<file path="config.mk">
export PLATFORM = sky130hd
export DESIGN_NAME = object_record_deframer_core
export DESIGN_NICKNAME = d
export VERILOG_FILES = /design/src/hw/rtl/ord_pkg.sv /design/src/hw/rtl/object_record_deframer_core.sv /design/src/hw/rtl/ord_engine.sv
export SDC_FILE = /design/constraint.sdc
export NUM_CORES = 1
export LEC_CHECK = 0
export BUFFER_PORTS_ARGS = -buffer_cell sky130_fd_sc_hd__buf_2
export CORE_MARGIN = 5
export CORE_UTILIZATION = 58
export CTS_CLUSTER_SIZE = 20
export DETAILED_ROUTE_END_ITERATION = 12
export GPL_TIMING_DRIVEN = 0
export PLACE_DENSITY = 0.81
export SETUP_SLACK_MARGIN = 0.5
export SLEW_MARGIN = 10
export SYNTH_ARGS = -nofsm -noshare
export SYNTH_HDL_FRONTEND = slang
export SYNTH_SLANG_ARGS = --single-unit
</file>
<file path="constraint.sdc">
create_clock -name i_clk -period 6 [get_ports i_clk]
set_clock_uncertainty 0.05 [all_clocks]
set_input_delay 1.2 -clock i_clk [delete_from_list [all_inputs] [get_ports i_clk]]
set_output_delay 1.2 -clock i_clk [all_outputs]
set_load 0.005 [all_outputs]
</file>
<file path="src/hw/rtl/ord_pkg.sv">
// shared types, codes and record checks for the object record deframer
`default_nettype none

package ord_pkg;

    localparam logic [15:0] ORD_MAX_LEN_RESET = 16'd4096;

    localparam logic [2:0] ST_OK       = 3'd0;
    localparam logic [2:0] ST_NORMEND  = 3'd1;
    localparam logic [2:0] ST_PREMEND  = 3'd2;
    localparam logic [2:0] ST_BADSUM   = 3'd3;
    localparam logic [2:0] ST_BADTYPE  = 3'd4;
    localparam logic [2:0] ST_BADLEN   = 3'd5;
    localparam logic [2:0] ST_SPURIOUS = 3'd6;

    localparam logic KIND_PAYLOAD = 1'b0;
    localparam logic KIND_STATUS  = 1'b1;

    localparam logic [7:0] TYPE_LO1_MIN = 8'h02;
    localparam logic [7:0] TYPE_LO1_MAX = 8'h2E;
    localparam logic [7:0] TYPE_LO2_MIN = 8'h6E;
    localparam logic [7:0] TYPE_LO2_MAX = 8'hCE;
    localparam logic [7:0] TYPE_END_A   = 8'h0E;
    localparam logic [7:0] TYPE_END_B   = 8'h8A;
    localparam logic [7:0] TYPE_END_C   = 8'hAA;

    typedef struct packed {
        logic        kind;
        logic [7:0]  pbyte;
        logic [15:0] pindex;
        logic [2:0]  status;
        logic [7:0]  rtype;
        logic [15:0] rlength;
    } t_result;

    function automatic logic type_valid(input logic [7:0] t);
        type_valid = !t[0] && (t inside {[TYPE_LO1_MIN:TYPE_LO1_MAX],
                                         [TYPE_LO2_MIN:TYPE_LO2_MAX]});
    endfunction

    function automatic logic type_is_end(input logic [7:0] t);
        type_is_end = t inside {TYPE_END_A, TYPE_END_B, TYPE_END_C};
    endfunction

endpackage

`default_nettype wire

</file>
<file path="src/hw/rtl/object_record_deframer_core.sv">
// object record deframer top level: config register, parser and output register
// a result is registered and on the outputs in the cycle after its word is accepted
// one word per cycle while o_in_stall is low; the header/body state update and the output
//   register are each a single registered pass
// input stall rises only while a result waits and the output side stalls
// synchronous active-low reset: parser waits for a type byte, max length 4096
`default_nettype none

module object_record_deframer_core import ord_pkg::*; (
    input  wire logic        i_clk,
    input  wire logic        i_rst_n,
    input  wire logic        i_cfg_we,
    input  wire logic [15:0] i_cfg_data,
    input  wire logic        i_in_valid,
    output logic             o_in_stall,
    input  wire logic [7:0]  i_stream_byte,
    input  wire logic        i_end_of_stream,
    output logic             o_out_valid,
    input  wire logic        i_out_stall,
    output logic             o_out_kind,
    output logic [7:0]       o_payload_byte,
    output logic [15:0]      o_payload_index,
    output logic [2:0]       o_status,
    output logic [7:0]       o_record_type,
    output logic [15:0]      o_record_length
);

    logic [15:0] r_max_len;
    logic        r_out_valid;
    t_result     r_out;

    logic        out_free;
    logic        accept;
    logic        res_valid;
    t_result     res;

    assign out_free   = !r_out_valid || !i_out_stall;
    assign accept     = i_in_valid && out_free;
    assign o_in_stall = !out_free;

    ord_engine u_engine (
        .i_clk       (i_clk),
        .i_rst_n     (i_rst_n),
        .i_accept    (accept),
        .i_byte      (i_stream_byte),
        .i_eos       (i_end_of_stream),
        .i_max_len   (r_max_len),
        .o_res       (res),
        .o_res_valid (res_valid)
    );

    always_ff @(posedge i_clk) begin
        if (!i_rst_n) begin
            r_max_len   <= ORD_MAX_LEN_RESET;
            r_out_valid <= 1'b0;
        end else begin
            if (i_cfg_we) begin
                r_max_len <= i_cfg_data;
            end
            if (out_free) begin
                r_out_valid <= accept && res_valid;
            end
        end
    end

    always_ff @(posedge i_clk) begin
        if (out_free && accept && res_valid) begin
            r_out <= res;
        end
    end

    assign o_out_valid     = r_out_valid;
    assign o_out_kind      = r_out.kind;
    assign o_payload_byte  = r_out.pbyte;
    assign o_payload_index = r_out.pindex;
    assign o_status        = r_out.status;
    assign o_record_type   = r_out.rtype;
    assign o_record_length = r_out.rlength;

endmodule

`default_nettype wire

</file>
<file path="src/hw/rtl/ord_engine.sv">
// record parse state machine: header, body, checksum and framing checks
`default_nettype none

module ord_engine import ord_pkg::*; (
    input  wire logic        i_clk,
    input  wire logic        i_rst_n,
    input  wire logic        i_accept,
    input  wire logic [7:0]  i_byte,
    input  wire logic        i_eos,
    input  wire logic [15:0] i_max_len,
    output t_result          o_res,
    output logic             o_res_valid
);

    localparam logic [2:0] PH_TYPE   = 3'd0;
    localparam logic [2:0] PH_LEN_LO = 3'd1;
    localparam logic [2:0] PH_LEN_HI = 3'd2;
    localparam logic [2:0] PH_BODY   = 3'd3;
    localparam logic [2:0] PH_HALT   = 3'd4;

    logic [2:0]  r_phase, n_phase;
    logic [7:0]  r_type, n_type;
    logic [15:0] r_len, n_len;
    logic [15:0] r_seen, n_seen;
    logic [7:0]  r_sum, n_sum;
    logic        r_end_seen, n_end_seen;

    logic [7:0]  sum_add;
    logic [15:0] len_full;
    logic [15:0] seen_inc;

    assign sum_add  = r_sum + i_byte;
    assign len_full = {i_byte, r_len[7:0]};
    assign seen_inc = r_seen + 16'd1;

    always_comb begin
        n_phase     = r_phase;
        n_type      = r_type;
        n_len       = r_len;
        n_seen      = r_seen;
        n_sum       = r_sum;
        n_end_seen  = r_end_seen;
        o_res_valid = 1'b0;
        o_res       = '{kind: KIND_STATUS, pbyte: 8'd0, pindex: 16'd0,
                        status: ST_OK, rtype: r_type, rlength: r_len};
        if (i_accept) begin
            case (r_phase)
                PH_TYPE: begin
                    if (i_eos) begin
                        o_res_valid   = 1'b1;
                        o_res.status  = ST_NORMEND;
                        o_res.rtype   = 8'd0;
                        o_res.rlength = 16'd0;
                        n_phase       = PH_HALT;
                    end else if (!type_valid(i_byte)) begin
                        o_res_valid   = 1'b1;
                        o_res.status  = r_end_seen ? ST_SPURIOUS : ST_BADTYPE;
                        o_res.rtype   = i_byte;
                        o_res.rlength = 16'd0;
                        n_phase       = PH_HALT;
                    end else begin
                        n_type  = i_byte;
                        n_len   = 16'd0;
                        n_seen  = 16'd0;
                        n_sum   = i_byte;
                        n_phase = PH_LEN_LO;
                    end
                end
                PH_LEN_LO: begin
                    if (i_eos) begin
                        o_res_valid  = 1'b1;
                        o_res.status = r_end_seen ? ST_SPURIOUS : ST_BADLEN;
                        n_phase      = PH_HALT;
                    end else begin
                        n_len   = {8'd0, i_byte};
                        n_sum   = sum_add;
                        n_phase = PH_LEN_HI;
                    end
                end
                PH_LEN_HI: begin
                    if (i_eos) begin
                        o_res_valid  = 1'b1;
                        o_res.status = r_end_seen ? ST_SPURIOUS : ST_BADLEN;
                        n_phase      = PH_HALT;
                    end else begin
                        n_len         = len_full;
                        n_sum         = sum_add;
                        n_seen        = 16'd0;
                        o_res.rlength = len_full;
                        if (len_full > i_max_len) begin
                            o_res_valid  = 1'b1;
                            o_res.status = r_end_seen ? ST_SPURIOUS : ST_BADLEN;
                            n_phase      = PH_HALT;
                        end else if (len_full == 16'd0) begin
                            // empty record closes at once, sum cannot be zero
                            o_res_valid  = 1'b1;
                            o_res.status = (sum_add == 8'd0) ? ST_OK : ST_BADSUM;
                            n_end_seen   = type_is_end(r_type);
                            n_phase      = PH_TYPE;
                        end else begin
                            n_phase = PH_BODY;
                        end
                    end
                end
                PH_BODY: begin
                    o_res_valid = 1'b1;
                    if (i_eos) begin
                        o_res.status = r_end_seen ? ST_SPURIOUS : ST_PREMEND;
                        n_phase      = PH_HALT;
                    end else begin
                        n_sum  = sum_add;
                        n_seen = seen_inc;
                        if (seen_inc >= r_len) begin
                            // last byte is the checksum
                            o_res.status = (sum_add == 8'd0) ? ST_OK : ST_BADSUM;
                            n_end_seen   = type_is_end(r_type);
                            n_phase      = PH_TYPE;
                        end else begin
                            o_res.kind   = KIND_PAYLOAD;
                            o_res.pbyte  = i_byte;
                            o_res.pindex = r_seen;
                        end
                    end
                end
                default: begin
                    // halted until reset
                end
            endcase
        end
    end

    always_ff @(posedge i_clk) begin
        if (!i_rst_n) begin
            r_phase    <= PH_TYPE;
            r_type     <= 8'd0;
            r_len      <= 16'd0;
            r_seen     <= 16'd0;
            r_sum      <= 8'd0;
            r_end_seen <= 1'b0;
        end else begin
            r_phase    <= n_phase;
            r_type     <= n_type;
            r_len      <= n_len;
            r_seen     <= n_seen;
            r_sum      <= n_sum;
            r_end_seen <= n_end_seen;
        end
    end

endmodule

`default_nettype wire

</file>
# Word level (Yosys, flattened, before mapping)
# Index checks and enable logic that the tools add are counted.
[word_totals] output_inout_bits=54 elab_cells=124 in_bits=30 regBits=121
[op_classes] eq_ne=16 magnitude_cmp=6 muxes=52 n_reduce_logical=31 addsub=2 bitwise_logic=3
[ops] op="16-bit 2-to-1 mux" count=6
[ops] op="16-bit one-hot mux with 3 select lines" count=2
[ops] op="27-bit 2-to-1 mux" count=2
[ops] op="3-bit 2-to-1 mux" count=14
[ops] op="8-bit 2-to-1 mux" count=4
[ops] op="16-bit one-hot mux with 2 select lines" count=1
[ops] op="25-bit 2-to-1 mux" count=1
[ops] op="24-bit 2-to-1 mux" count=1
[ops] op="3-bit one-hot mux with 4 select lines" count=2
[ops] op="16-bit by 1-bit adder with 16-bit output, second input constant" count=1
[ops] op="8-bit == test, second input constant" count=2
[ops] op="16-bit greater-or-equal comparator" count=1
[ops] op="16-bit greater-than comparator" count=1
[ops] op="16-bit zero test" count=1
[ops] op="8-bit one-hot mux with 2 select lines" count=1
[ops] op="1-bit 2-to-1 mux" count=12
[ops] op="2-bit != test, second input constant" count=6
[ops] op="5-bit AND reduction" count=2
[ops] op="3-bit nonzero test" count=3
[ops] op="8-bit adder" count=1
[ops] op="8-bit by 4-bit == test with 1-bit output, second input constant" count=1
[ops] op="8-bit by 2-bit greater-or-equal comparator with 1-bit output, second input constant" count=1
[ops] op="8-bit by 7-bit greater-or-equal comparator with 1-bit output, second input constant" count=1
[ops] op="8-bit by 6-bit <= comparator with 1-bit output, second input constant" count=1
[ops] op="other kinds (22)" count=42

# Logic depth before layout (Yosys ltp)
# Gate-level depths: netlist of the first run.
[depth] ltp_word=9 mapped_depth=15 depth_no_buf=14

# Hierarchy
# A second synthesis of the first run with hierarchy kept.
[hier_totals] cells_unflattened=691 area_unflattened_um2=6779.0
[modules_own_cells] module="ord_engine" cells_per_inst=581 seq_area_each_um2=1041.0 instances=1 area_per_inst_um2=4555.6
[modules_own_cells] module="object_record_deframer_core" cells_per_inst=110 seq_area_each_um2=1901.8 instances=1 area_per_inst_um2=2223.4

# Worst setup path before layout of the first run
# No wires, ideal clock.
[synth_path] path_type="in2reg" from="input i_stream_byte[4]" to="register r_out (netlist bit o_out_kind), enable pin" path_buffers=0 required_time_ns=5.471 slack_ns=0.395 setup_ns=0.479 t_arrival_ns=5.077 stages=8 cell_sequence="ha_1 > nand3_1 > or4_1 > a21oi_1 > nor4_1 > nor2_1 > nand2_1 > a21oi_1"
[synth_between] elab_chain_cells=9 elab_cells_between_ends=18 classes_between="5 x order compare; 7 x mux; 6 x reduce/logical"
[synth_rtl] item="from (decl)" line="object_record_deframer_core.sv:16" text="input wire logic [7:0] i_stream_byte,"
[synth_rtl] item="8-bit by 2-bit greater-or-equal comparator with 1-bit output, or another cell as far along" line="ord_pkg.sv:37" text="type_valid = !t[0] && (t inside {[TYPE_LO1_MIN:TYPE_LO1_MAX],"
[synth_rtl] item="1-bit logical AND" line="ord_pkg.sv:37"
[synth_rtl] item="2-bit nonzero test" line="ord_pkg.sv:37"
[synth_rtl] item="1-bit logical AND" line="ord_pkg.sv:37"
[synth_rtl] item="1-bit 2-to-1 mux" line="ord_engine.sv:55" text="end else if (!type_valid(i_byte)) begin"
[synth_rtl] item="1-bit 2-to-1 mux" line="ord_engine.sv:49" text="if (i_eos) begin"
[synth_rtl] item="1-bit one-hot mux with 4 select lines *" line="ord_engine.sv:47" text="case (r_phase)"
[synth_rtl] item="1-bit 2-to-1 mux *" line="ord_engine.sv:46" text="if (i_accept) begin"
[synth_rtl] item="1-bit logical AND *" line="object_record_deframer_core.sv:67" text="if (out_free && accept && res_valid) begin"
[synth_rtl] item="to (signal assigned)" line="object_record_deframer_core.sv:68" text="r_out <= res;"
[synth_rtl] item="to (decl)" line="object_record_deframer_core.sv:30" text="t_result r_out;"
# Every way passes the cells marked *; elsewhere a longest branch is shown, timed or not.
# A chain may end at the register's enable or synchronous reset.

# Worst setup path after layout of the first run
[layout_path] from="register u_engine.r_seen[0]" to="register r_out (netlist bit o_payload_byte[0]), data pin"
[layout_between] elab_chain_cells=3
[layout_rtl] item="from (decl)" line="ord_engine.sv:24" text="logic [15:0] r_seen, n_seen;"
[layout_rtl] item="from (signal assigned)" line="ord_engine.sv:144" text="r_seen <= n_seen;"
[layout_rtl] item="16-bit by 1-bit adder with 16-bit output" line="ord_engine.sv:34" text="assign seen_inc = r_seen + 16'd1;"
[layout_rtl] item="16-bit greater-or-equal comparator" line="ord_engine.sv:113" text="if (seen_inc >= r_len) begin"
[layout_rtl] item="4-bit OR reduction (no source line)"
# Every way passes these cells.

==> impl_metrics.ini, run 1 <==
[timing]
final_max_slew_viol_count = 0
setup_viol = 0
fin_ws_ns = 1.59
timing.fmax_mhz = 227
slew_headroom = 0.221
rsz0062_at_grt = false
hold_viol_final = 0
tns_ns = 0
timing_worst_slew_pin_value_ns = 1.16
period_minus_slack_ns = 4.41
fin_crit_sh = 0.735

[placement]
dpl_worst_slack_ns = 1.76
io_buffer_count = 81
gp_congestion = 0.868
place_hpwl_um = 12800

[clock_network]
clk-insertion-delay-late_ns = 0.42
clk_pin_slew_ns = 0.06
cts_tree = built
cts_resized = 0
cts_buffer_depth = 2
cts_hold_buf = 0
cts.sinks = 121
cts_root_buf = clkbuf_16
h-tree-depth = 4
post-cts-setup-buffers = 0
numCtsBuffers = 17

[final_layout]
antenna_cells = 0
syn_to_final_growth_pct = 17.9
final_common_cell = buf_2
layout_common_cells = buf_2, nor2_1, dfxtp_1
layout-drive-gt1-share = 0.181
nets = 852
nFillCells = 841

[die]
dieArea_um2 = 13400
die_w_um = 116
start_util = 0.595
chipHeight_um = 116
rows = 38
core-area_um2 = 10900
io_pins = 84

[synthesis]
syn-num-nets = 751
ys_seq_area_frac = 0.452
synth_area_um2 = 6510
synth-main-ff-cell = dfxtp_1
ys_ff_latch = 121
synth-edff-count = 52
synth_cells = 680
synthArstFlopShare = 0
syn_avg_cell_area_um2 = 9.58
synth_cell_type_count = 65
synth_warnings = 0

[power]
internal-power_mw = 1.62
p_seq_frac = 0.423
swShare = 0.278
p_leak_nw = 3.00
p_comb_frac = 0.149
clkPwrFrac = 0.427
cellPowerDensity_nw_per_um2 = 292
ir_drop_uv = 211
p_sw_mw = 0.622

[setup_path]
ff2ff_setup_slack_ns = 1.59
cp-end-kind = flop
crit_chain = ha_1, nand3_1, or3_1, nor2_2, nand3_1, xnor2_1, ha_1, a21oi_1, nor2b_1, o21ai_0, nand2b_1, nor3_1, clkbuf_1, inv_1, nor2_1
slowest_stage = nor3_1
cp.arrival_ns = 4.61
r2r_cells = 15
crit_type = flop to flop
reg2reg_to = o_payload_byte[0]$_SDFFCE_PP0P_
worst_ep_required_time_ns = 6.20
critical-path-top-delay-family = simple AND/OR/NAND/NOR gates
cpPeakStageDelay_ns = 0.60
cp-start-kind = flop
cp_max_fo = 10
critPathLaunch = u_engine.r_seen[0]$_SDFFE_PN0P_
critPathBufInv = 2
rr_startpoint = u_engine.r_seen[0]$_SDFFE_PN0P_

[global_routing]
track_usage = 0.266
grt_pass1_vias = 5665
grt_pass1_wl_um = 27900
gr-total-overflow = 0
grt_max_degree = 32
antenna_found_initial = 0

[route]
vias = 5751
antenna_left = 0
post-route-drc-count = 0
wl_per_cell_um = 18.6
wirelength_um = 17300
vias_per_cell = 6.16
dr.pass1.iters = 5
drt_iter0_drc = 627

[worst_hold_path]
whs_path_depth = 2
hold_start = r_max_len[13]$_SDFFE_PN0P_
hold_path_class = flop to flop
min_to = r_max_len[13]$_SDFFE_PN0P_

[outcome]
status = complete, no violations

[flow_run]
drv_cap = 0
layer usage:
metal | part of all wire | vias to the layer above | wire length, um | GRT usage
met5 | 0 | - | 0 | 0
met2 | 0.50 | 313 | 8650 | 0.452
li1 | - | 2682 | - | -
met4 | 0.025 | 0 | 427 | 0.0967
met3 | 0.090 | 39 | 1570 | 0.0642
met1 | 0.39 | 2717 | 6690 | 0.331
worst reg2reg max path, delay by kind of cell (launching register included):
family | cells | cell delay [ns]
AOI/OAI and AO/OA | 2 | 0.35
buffers and inverters | 2 | 0.48
adders and majority gates | 2 | 0.49
xor gates and xnor gates | 1 | 0.21
and+or+nand+nor | 8 | 2.17
DFF | 1 | 0.48
worst max-delay path by stage:
stage / to / slack [ns] / cells past startpoint
detailed placement: o_record_type[0]$_DFFE_PP_ / 1.76 / 10
finish: o_payload_byte[0]$_SDFFCE_PP0P_ / 1.59 / 15
global placement: o_record_type[0]$_DFFE_PP_ / 0.72 / 9
global route: o_payload_byte[0]$_SDFFCE_PP0P_ / 1.29 / 15
floorplan: o_out_kind$_SDFFCE_PP1P_ / 1.44 / 8
CTS: o_payload_byte[0]$_SDFFCE_PP0P_ / 1.66 / 15
power by group through the flow:
stage,Combinational [mW],Sequential (mW),Clock (mW)
detailed placement,0.330,0.966,0
CTS,0.332,0.949,0.960
global route,0.366,0.954,1.01
floorplan,0.202,0.970,0
finish,0.335,0.949,0.957
global placement,0.309,0.966,0
cell families after synthesis:
logic type | after synthesis | synth area share
xor gates and xnor gates | 21 | 0.0282
and+or+nand+nor | 249 | 0.192
DFF | 121 | 0.452
buffers and inverters | 72 | 0.0486
muxes | 18 | 0.0277
adders and majority gates | 42 | 0.0815
AOI/OAI and AO/OA | 157 | 0.170
synth_stat cells (all sizes together), types with 6 or more instances:
cell,n,share of area
a211oi,7,0.0081
a21o,6,0.0069
a21oi,38,0.029
a22o,16,0.022
a22oi,16,0.018
a311oi,8,0.017
a31oi,15,0.014
and2,31,0.030
buf,12,0.014
clkbuf,21,0.012
dfxtp,69,0.21
edfxtp,52,0.24
ha,40,0.077
inv,39,0.022
mux2i,18,0.028
nand2,59,0.035
nand3,28,0.022
nand4,6,0.0058
nor2,70,0.041
nor3,16,0.014
nor4,10,0.013
o21ai,29,0.022
xnor2,15,0.020
xor2,6,0.0081
cell type report:
class / count / area, um^2 / share of cell area
Buffer: 33 / 170 / 0.0222
Timing Repair Buffer: 82 / 425 / 0.0554
Clock inverter: 14 / 123 / 0.0160
Inverter: 39 / 146 / 0.0191
Clock buffer: 18 / 429 / 0.0559
Tap cell: 140 / 175 / 0.0228
Sequential cell: 121 / 2940 / 0.383
Multi-Input combinational cell: 487 / 3260 / 0.425
state kept, by name, indices dropped and copies added, names as in the netlist, 3 cells and up:
name	count
u_engine.r_type	8
o_status	3
r_max_len	16
o_payload_index	16
u_engine.r_phase	3
u_engine.r_len	16
o_payload_byte	8
o_record_type	8
u_engine.r_sum	8
o_record_length	16
u_engine.r_seen	16
through the flow:
| stage | instances | hold WS [ns] | util | cell area, um^2 | total power, mW |
|---|---|---|---|---|---|
| 2_1_floorplan | 680 | 0.399 | - | 6520 | 1.17 |
| 3_5_place_dp | 902 | 0.434 | 0.651 | 7120 | 1.30 |
| 5_1_grt | 934 | 0.476 | 0.702 | 7670 | 2.33 |
| 6_report | 934 | 0.443 | 0.702 | 7670 | 2.24 |
| 3_3_place_gp | 901 | 0.410 | 0.649 | 7100 | 1.27 |
| 4_1_cts | 934 | 0.444 | 0.702 | 7670 | 2.24 |
No activity file was read; power rests on OpenSTA's default activity.
==> run 2: changes to the inputs <==
--- a/config.mk
+++ b/config.mk
@@ -7,11 +7,11 @@
 export LEC_CHECK = 0
 export BUFFER_PORTS_ARGS = -buffer_cell sky130_fd_sc_hd__buf_2
 export CORE_MARGIN = 5
-export CORE_UTILIZATION = 58
+export CORE_UTILIZATION = 53
 export CTS_CLUSTER_SIZE = 20
 export DETAILED_ROUTE_END_ITERATION = 12
 export GPL_TIMING_DRIVEN = 0
-export PLACE_DENSITY = 0.81
+export PLACE_DENSITY = 0.78
 export SETUP_SLACK_MARGIN = 0.5
 export SLEW_MARGIN = 10
 export SYNTH_ARGS = -nofsm -noshare
==> constraint.sdc (replaced) <==
create_clock -name i_clk -period 4 [get_ports i_clk]
set_clock_uncertainty 0.05 [all_clocks]
set_input_delay 0.8 -clock i_clk [delete_from_list [all_inputs] [get_ports i_clk]]
set_output_delay 0.8 -clock i_clk [all_outputs]
set_load 0.005 [all_outputs]
==> impl_metrics.ini, run 2 (synthesis gave the netlist of run 1 again) <==
[timing]
period_minus_slack_ns = 3.38
tns_ns = 0
setup_viol = 0
timing.hold.ws_ns = 0.427
hold_viol_final = 0
final_max_slew_viol_count = 0
rsz0062_at_grt = false
timing_worst_slew_pin_value_ns = 1.12
fin_crit_sh = 0.844
slew_headroom = 0.247
timing.fmax_mhz = 296

[clock_network]
cts_tree = built
clk-insertion-delay-late_ns = 0.42
cts_buffer_depth = 2
h-tree-depth = 4
cts_hold_buf = 0
clk_pin_slew_ns = 0.06
numCtsBuffers = 17
cts_root_buf = clkbuf_16
cts.sinks = 121

[power]
ir_drop_uv = 223
p_leak_nw = 3.13
cellPowerDensity_nw_per_um2 = 449

[global_routing]
track_usage = 0.242
antenna_found_initial = 0
gr-total-overflow = 0
grt_pass1_vias = 5429
grt_pass1_wl_um = 27500
grt_max_degree = 30

[setup_path]
crit_type = flop to flop
rr_startpoint = u_engine.r_seen[1]$_SDFFE_PN0P_
critical-path-top-delay-family = simple AND/OR/NAND/NOR gates
cp.arrival_ns = 3.50
crit_chain = ha_4, nand3_2, or3_4, nor2_4, xor2_2, ha_1, nand4_1, a211oi_2, o41ai_2, a21oi_2, buf_4, nor3_4, buf_4, and2_1
cp-end-kind = flop
critPathLaunch = u_engine.r_seen[1]$_SDFFE_PN0P_
slowest_stage = or3_4
worst_ep_required_time_ns = 4.12
critPathBufInv = 2
cpMostUsedCell = buf_4
cp_max_fo = 10
cpPeakStageDelay_ns = 0.46
cp-start-kind = flop

[placement]
gp_congestion = 0.935
io_buffer_count = 81
place_hpwl_um = 12200
placed_cells = 909

[route]
vias = 5649
post-route-drc-count = 0
wl_per_cell_um = 18.4
drt_iter0_drc = 457
dr.pass1.iters = 5
vias_per_cell = 5.95
wirelength_um = 17500
antenna_left = 0

[outcome]
status = complete, no violations

[die]
die_w_um = 121
core-area_um2 = 12000
io_pins = 84
start_util = 0.542
chipHeight_um = 121
dieArea_um2 = 14600
rows = 40

[final_layout]
layout_common_cells = buf_2, nor2_1, dfxtp_1
layout-drive-gt1-share = 0.213
nets = 860
final_common_cell = buf_2
antenna_cells = 0
syn_to_final_growth_pct = 22.1
stdcell_count = 949

[worst_hold_path]
hold_start = u_engine.r_type[4]$_SDFFE_PN0P_
hold_path_class = flop to flop

[flow_run]
drv_cap = 0
==> run 2: changes by cell type in the layout (fill, tap and decap cells not counted), sizes merged, moves of 2 or more <==
cell / change
clkinvlp: -2
bufinv: +2
buf: +9
clkbuf: +6
inv: -5
clkinv: -3
==> run 2: power by group <==
part	internal [mW]	total [mW]	switching [mW]	leakage [nW]
Clock	1.10	1.63	0.531	0.309
Sequential	1.39	1.42	0.0321	1.06
Combinational	0.192	0.521	0.328	1.76
Total	2.68	3.57	0.891	3.13
==> run 2: worst paths after layout <==
path | end | slack [ns] | cells after the start
setup reg to reg | o_payload_index[13]$_SDFFCE_PP0P_ | 0.62 | 14
setup / recovery | o_payload_index[13]$_SDFFCE_PP0P_ | 0.62 | 14
hold reg to reg | u_engine.r_type[4]$_SDFFE_PN0P_ | 0.43 | 2
hold / removal | u_engine.r_type[4]$_SDFFE_PN0P_ | 0.43 | 2
==> run 2: stage by stage <==
stage          utilization  cell area [um^2]  worst slack, ns  power, mW
6_report             0.662              7950            0.623       3.57
5_1_grt              0.662              7950            0.486       3.69
4_1_cts              0.655              7860            0.512       3.57
3_5_place_dp         0.595              7140           -0.183       1.94
3_3_place_gp         0.593              7120          -0.0786       1.92
2_1_floorplan            -              6530            0.510       1.76
==> run 2: final cells by class <==
| cell class | count | area [um^2] |
|---|---|---|
| fillers | 945 | 4060 |
| repair buffers | 89 | 478 |
| inverters | 39 | 146 |
| well taps | 147 | 184 |
| multi-input cells | 488 | 3380 |
| clock buffers | 26 | 531 |
| flip-flops and latches | 121 | 2950 |
| clock inverters | 6 | 106 |
| plain buffers | 33 | 178 |
==> run 2: per-layer routing <==
metal,wire (um),global-route usage,vias to the layer above,share of wire
met5,0,0,-,0
met4,286,0.0814,0,0.016
met3,1250,0.0519,28,0.071
met2,8450,0.395,236,0.48
met1,7500,0.318,2687,0.43
li1,-,-,2698,-
==> run 2: worst register-to-register path: stages, from the launching register on <==
cell	delay, ns
dfxtp_2	0.40
ha_4	0.18
nand3_2	0.13
or3_4	0.46
nor2_4	0.18
xor2_2	0.10
ha_1	0.32
nand4_1	0.17
a211oi_2	0.22
o41ai_2	0.14
a21oi_2	0.23
buf_4	0.16
nor3_4	0.04
buf_4	0.17
and2_1	0.16
==> run 2: what timing repair did <==
action / CTS / global route
gates cloned: 0 / 1
setup buffers: 2 / 5
gates resized for setup: 16 / 14
pin swaps: 2 / 6
endpoints found under the setup margin: 30 / 59
